### src/deq_pkg.sv
// deq_pkg: shared types and constants for the double-ended queue.
// Command codes, beat payload structs and the per-cell control struct.
// No dependencies.
package deq_pkg;

	localparam int unsigned DEQ_DEPTH = 16;

	localparam logic [1:0] CMD_PUSH_FRONT = 2'd0;
	localparam logic [1:0] CMD_PUSH_BACK  = 2'd1;
	localparam logic [1:0] CMD_POP_FRONT  = 2'd2;
	localparam logic [1:0] CMD_POP_BACK   = 2'd3;

	localparam logic signed [31:0] EMPTY_POP_VALUE = -32'sd1;

	typedef struct packed {
		logic [1:0]         cmd;
		logic signed [31:0] push_value;
	} deq_req_t;

	typedef struct packed {
		logic signed [31:0] pop_value;
		logic               empty_error;
		logic               full_error;
		logic               now_empty;
	} deq_rsp_t;

	// broadcast to every cell; at most one bit set, only on an accepted beat
	typedef struct packed {
		logic push_front;
		logic push_back;
		logic pop_front;
		logic pop_back;
	} cell_op_t;

endpackage

### src/deq_cell.sv
// deq_cell: one slot of the queue chain plus one stage of the return lane.
// Depends on deq_pkg (cell_op_t).
module deq_cell (
	input  logic                 clk,
	input  logic                 arst_n,
	input  deq_pkg::cell_op_t    op,
	input  logic                 sel_free,
	input  logic                 sel_tail,
	input  logic signed [31:0]   push_value,
	input  logic signed [31:0]   prev_data,
	input  logic signed [31:0]   next_data,
	input  logic signed [31:0]   next_ret_data,
	input  logic                 next_ret_valid,
	output logic signed [31:0]   data,
	output logic signed [31:0]   ret_data,
	output logic                 ret_valid
);
	logic signed [31:0] data_q;
	logic signed [31:0] ret_data_q;
	logic               ret_valid_q;
	logic               take_tail;

	assign take_tail = op.pop_back && sel_tail;

	// slot contents: shift toward the back, toward the front, or fill at the back
	always_ff @(posedge clk) begin
		if (op.push_front) begin
			data_q <= prev_data;
		end else if (op.pop_front) begin
			data_q <= next_data;
		end else if (op.push_back && sel_free) begin
			data_q <= push_value;
		end
	end

	// return lane: a popped back entry walks toward cell 0
	always_ff @(posedge clk) begin
		ret_data_q <= take_tail ? data_q : next_ret_data;
	end

	always_ff @(posedge clk or negedge arst_n) begin
		if (!arst_n) begin
			ret_valid_q <= 1'b0;
		end else begin
			ret_valid_q <= take_tail || next_ret_valid;
		end
	end

	assign data      = data_q;
	assign ret_data  = ret_data_q;
	assign ret_valid = ret_valid_q;
endmodule

### config.mk
export PLATFORM = sky130hd
export DESIGN_NAME = deq_cell
export DESIGN_NICKNAME = d
export VERILOG_FILES = /design/src/deq_pkg.sv /design/src/deq_cell.sv
export SDC_FILE = /design/constraint.sdc
export NUM_CORES = 1
export LEC_CHECK = 0
export BUFFER_PORTS_ARGS = -buffer_cell sky130_fd_sc_hd__buf_4
export CORE_ASPECT_RATIO = 0.7
export CORE_MARGIN = 2
export CORE_UTILIZATION = 44
export CTS_CLUSTER_SIZE = 14
export DETAILED_ROUTE_END_ITERATION = 10
export GPL_TIMING_DRIVEN = 1
export MAX_ROUTING_LAYER = met4
export PLACE_DENSITY = 0.85
export SLEW_MARGIN = 40
export SYNTH_ARGS = -nofsm -noshare
export SYNTH_HDL_FRONTEND = slang
export SYNTH_SLANG_ARGS = --single-unit
### constraint.sdc
create_clock -name clk -period 1.59 [get_ports clk]
set_clock_uncertainty 0.15 [all_clocks]
set_input_delay 0.159 -clock clk [delete_from_list [all_inputs] [get_ports clk]]
set_output_delay 0.159 -clock clk [all_outputs]
set_load 0.02 [all_outputs]
==> metrics.md <==
| Metric | Value |
|---|---|
| Num rows | 24 |
| Met2 routed wirelength | around 5300 um |
| Die Y | 71.19 um |
| # port buffers | 201 |
| YS warnings | 0 |
| Clk root buf | clkbuf_8 |
| Max_slew headroom | approximately 53% |
| Initial DRC count | 46 |
| TritonCTS buffer count | 9 |
| Crit start category | flip-flop |
| Area of the die | 7118 um^2 |
| Core Box Area | roughly 6200 um^2 |
| Synth-to-Final Area Change | 84.13% |
| Initial antenna violation count | 0 |
| Routability cong. | 0.7708 |
| Post-synth EDFFs | 32 |
| FFs w/ async S/R, synth | 1.538% |
| Post-synthesis sequential area ratio | 57.32% |
| Pre-antenna DRT Iters | 4 |
| Mapped Area | 2838 um^2 |
| Drt wl/cell | 17.61 um |
| Crit path time final | 1278 ps |
| Worst-Skew Late Latency | ~330 ps |
| DRC | 0 |
| Synth Register Bits | 65 |
| R2r startpoint | data[5]$_DFFE_PP_ |
| Top layer in use | met4 |
| Worst hold path depth | 3 |
| DPL Wire Length | between 6000 and 7000 um |
| Hold path startpoint | push_value[14] |
| Total chip power | 4.674 mW |
| Critical path endpoint category | output pin |
| # diodes | 0 |
| First-pass GRT wire length | 14,720 um |
| Syn Area/Cell | 13.51 um^2 |
| Max Cap Viol | 0 |
| HP Class | in2reg |
| WL met3 | around 800 um |
| Unrepaired setup endpoints after global routing | no |
| Met1 Routed Length | around 3500 um |
| Vias in the first global route | approximately 2.9k |
| Max clock buf depth | 2 |
| Critical-path cell list | buf_4 |
| Final core occ | 83.65% |
| Buf/Inv on CP | 1 |
| CP top delay family | flip-flops |
| Number of setup buffers added after CTS | 0 |
| PD cells | 894.6 nW/um^2 |
| Pleak | 2.560 nW |
| Worst path required time | 1280 ps |
| Global Route Usage Sum | approximately 29% |
| TNS Setup | 0 ps |
| TritonCTS Sinks | between 60 and 70 |
| Dpl ws | 183.6 ps |
| CP Data Arrival Time | 970 ps |
| H-tree depth | 3 |
| Yosys cell types | 18 |
| Vias per std cell | about 4.9 |
| Outcome | finished, final reports clean |
| Max IR drop VDD | 0.5689 mV |
| Slew Limit Fails | 0 |
| Via count | 2,736 |
| CP max stage cell | edfxtp_1 |
| Die W | 99.99 um |
| R2r setup slk | 580 ps |
| Fmax | 782.6 MHz |
| Largest net degree at the start of global routing | 65 |
| CP max FO | 2 |
| Initial Util | a little under half |
| Setup violations, final | 0 |
| Syn_nets | approximately 350 |
| Post-synthesis instance total | between 200 and 250 |
| WL final | 9896 um |
| Worst Setup SP | data[5]$_DFFE_PP_ |
| Top_reg_cell synth | edfxtp_1 |
| Least-Margin Pin Slew | 706.6 ps |
| Clock slew at reported path FFs | 80 ps |
| GRT overflow | 0 |
| Setup CP Type | reg2out |
| WHS Endpoint | data[14]$_DFFE_PP_ |
| Ports | between 200 and 250 |
| Hold Vio Cnt, Final | 0 |
| Layout cell share with drive strength beyond 1 | 52.27% |
| RR Endpoint | ret_data[5]$_DFF_P_ |
| DRT antenna net count | 0 |
| Depth of the worst register-to-register path | 1 |
| CP peak stage delay | between 400 and 500 ps |
| Setup ws final | 312.1 ps |
| Layout net count | 616 |
| Crit share post-route | 80.37% |
| CTS tree | built |
flip-flops by register name (all words and copies together) (netlist names):
| name | cells |
|---|---|
| data | 32 |
| ret_data | 32 |
| ret_valid | 1 |
power by group:
group	internal [mW]	leakage, nW	switching, mW	total, mW
clock	0.714	0.0897	0.631	1.35
sequential	1.96	0.615	0.0909	2.05
combinational	0.719	1.85	0.556	1.28
cell families after synthesis:
kind of cell | synth area share, %
AO/OA/AOI/OAI | 5.952
buffers and inverters | 4.232
flip-flops | 57.32
multiplexers | 27.82
AND/OR/NAND/NOR | 4.674
synthesized netlist by cell type, types with 3 or more instances:
cell type | count | area share [%]
dfxtp_1 | 32 | 23
edfxtp_1 | 32 | 34
mux2i_1 | 32 | 11
nand2_1 | 32 | 4.2
mux2_4 | 29 | 15
o21ai_1 | 29 | 5.1
buf_2 | 5 | 0.88
buf_6 | 3 | 1.2
buf_8 | 3 | 1.6
mux2_2 | 3 | 1.2
o21ai_0 | 3 | 0.53
per-stage QoR:
step                      instances  cell area, um^2  hold WS, ps
final                           562             5225        27.05
after floorplan                 210             2839       -286.6
after global placement          479             4368       -215.7
after global routing            562             5225        21.92
after CTS                       562             5225        3.802
after detailed placement        479             4368       -211.4
cell type report:
type                       count  area, um^2
timing repair buffer         272        2222
clock inverter                 6       58.81
tap                           78       97.59
multi-input combinational    131        1092
fill                         349        1021
clock buffer                  10       127.6
sequential                    65        1627
worst max path at each step:
stage,endpoint,cells after the start
floorplan,data[0]$_DFFE_PP_,3
global placement,data[4]$_DFFE_PP_,2
detailed placement,data[4]$_DFFE_PP_,2
CTS,data[14],1
global route,data[5],1
finish,data[5],1
timing repair:
action | CTS | global route
endpoints found under the hold margin | 66 | 0
gates resized for setup | 0 | 0
hold buffers | 67 | 0
cell usage in the layout, fill, tap and decap left out:
master	instances
a211o_2	1
buf_12	1
buf_4	204
bufinv_16	1
clkbuf_1	1
clkbuf_8	9
clkinv_1	1
clkinv_2	2
clkinvlp_4	2
dfrtp_1	1
dfxtp_1	32
dlygate4sd3_1	67
edfxtp_1	32
mux2_2	3
mux2_4	29
mux2i_1	32
nand2_1	32
nand2_2	1
nand2b_1	1
o21ai_0	3
o21ai_1	29
per-layer routing:
metal / vias up / global-route usage (%)
met5: - / -
met4: 0 / 10.35
met3: 31 / 8.696
met2: 144 / 52.25
met1: 1268 / 28.76
li1: 1293 / -
(Power assumes the default switching activity.)
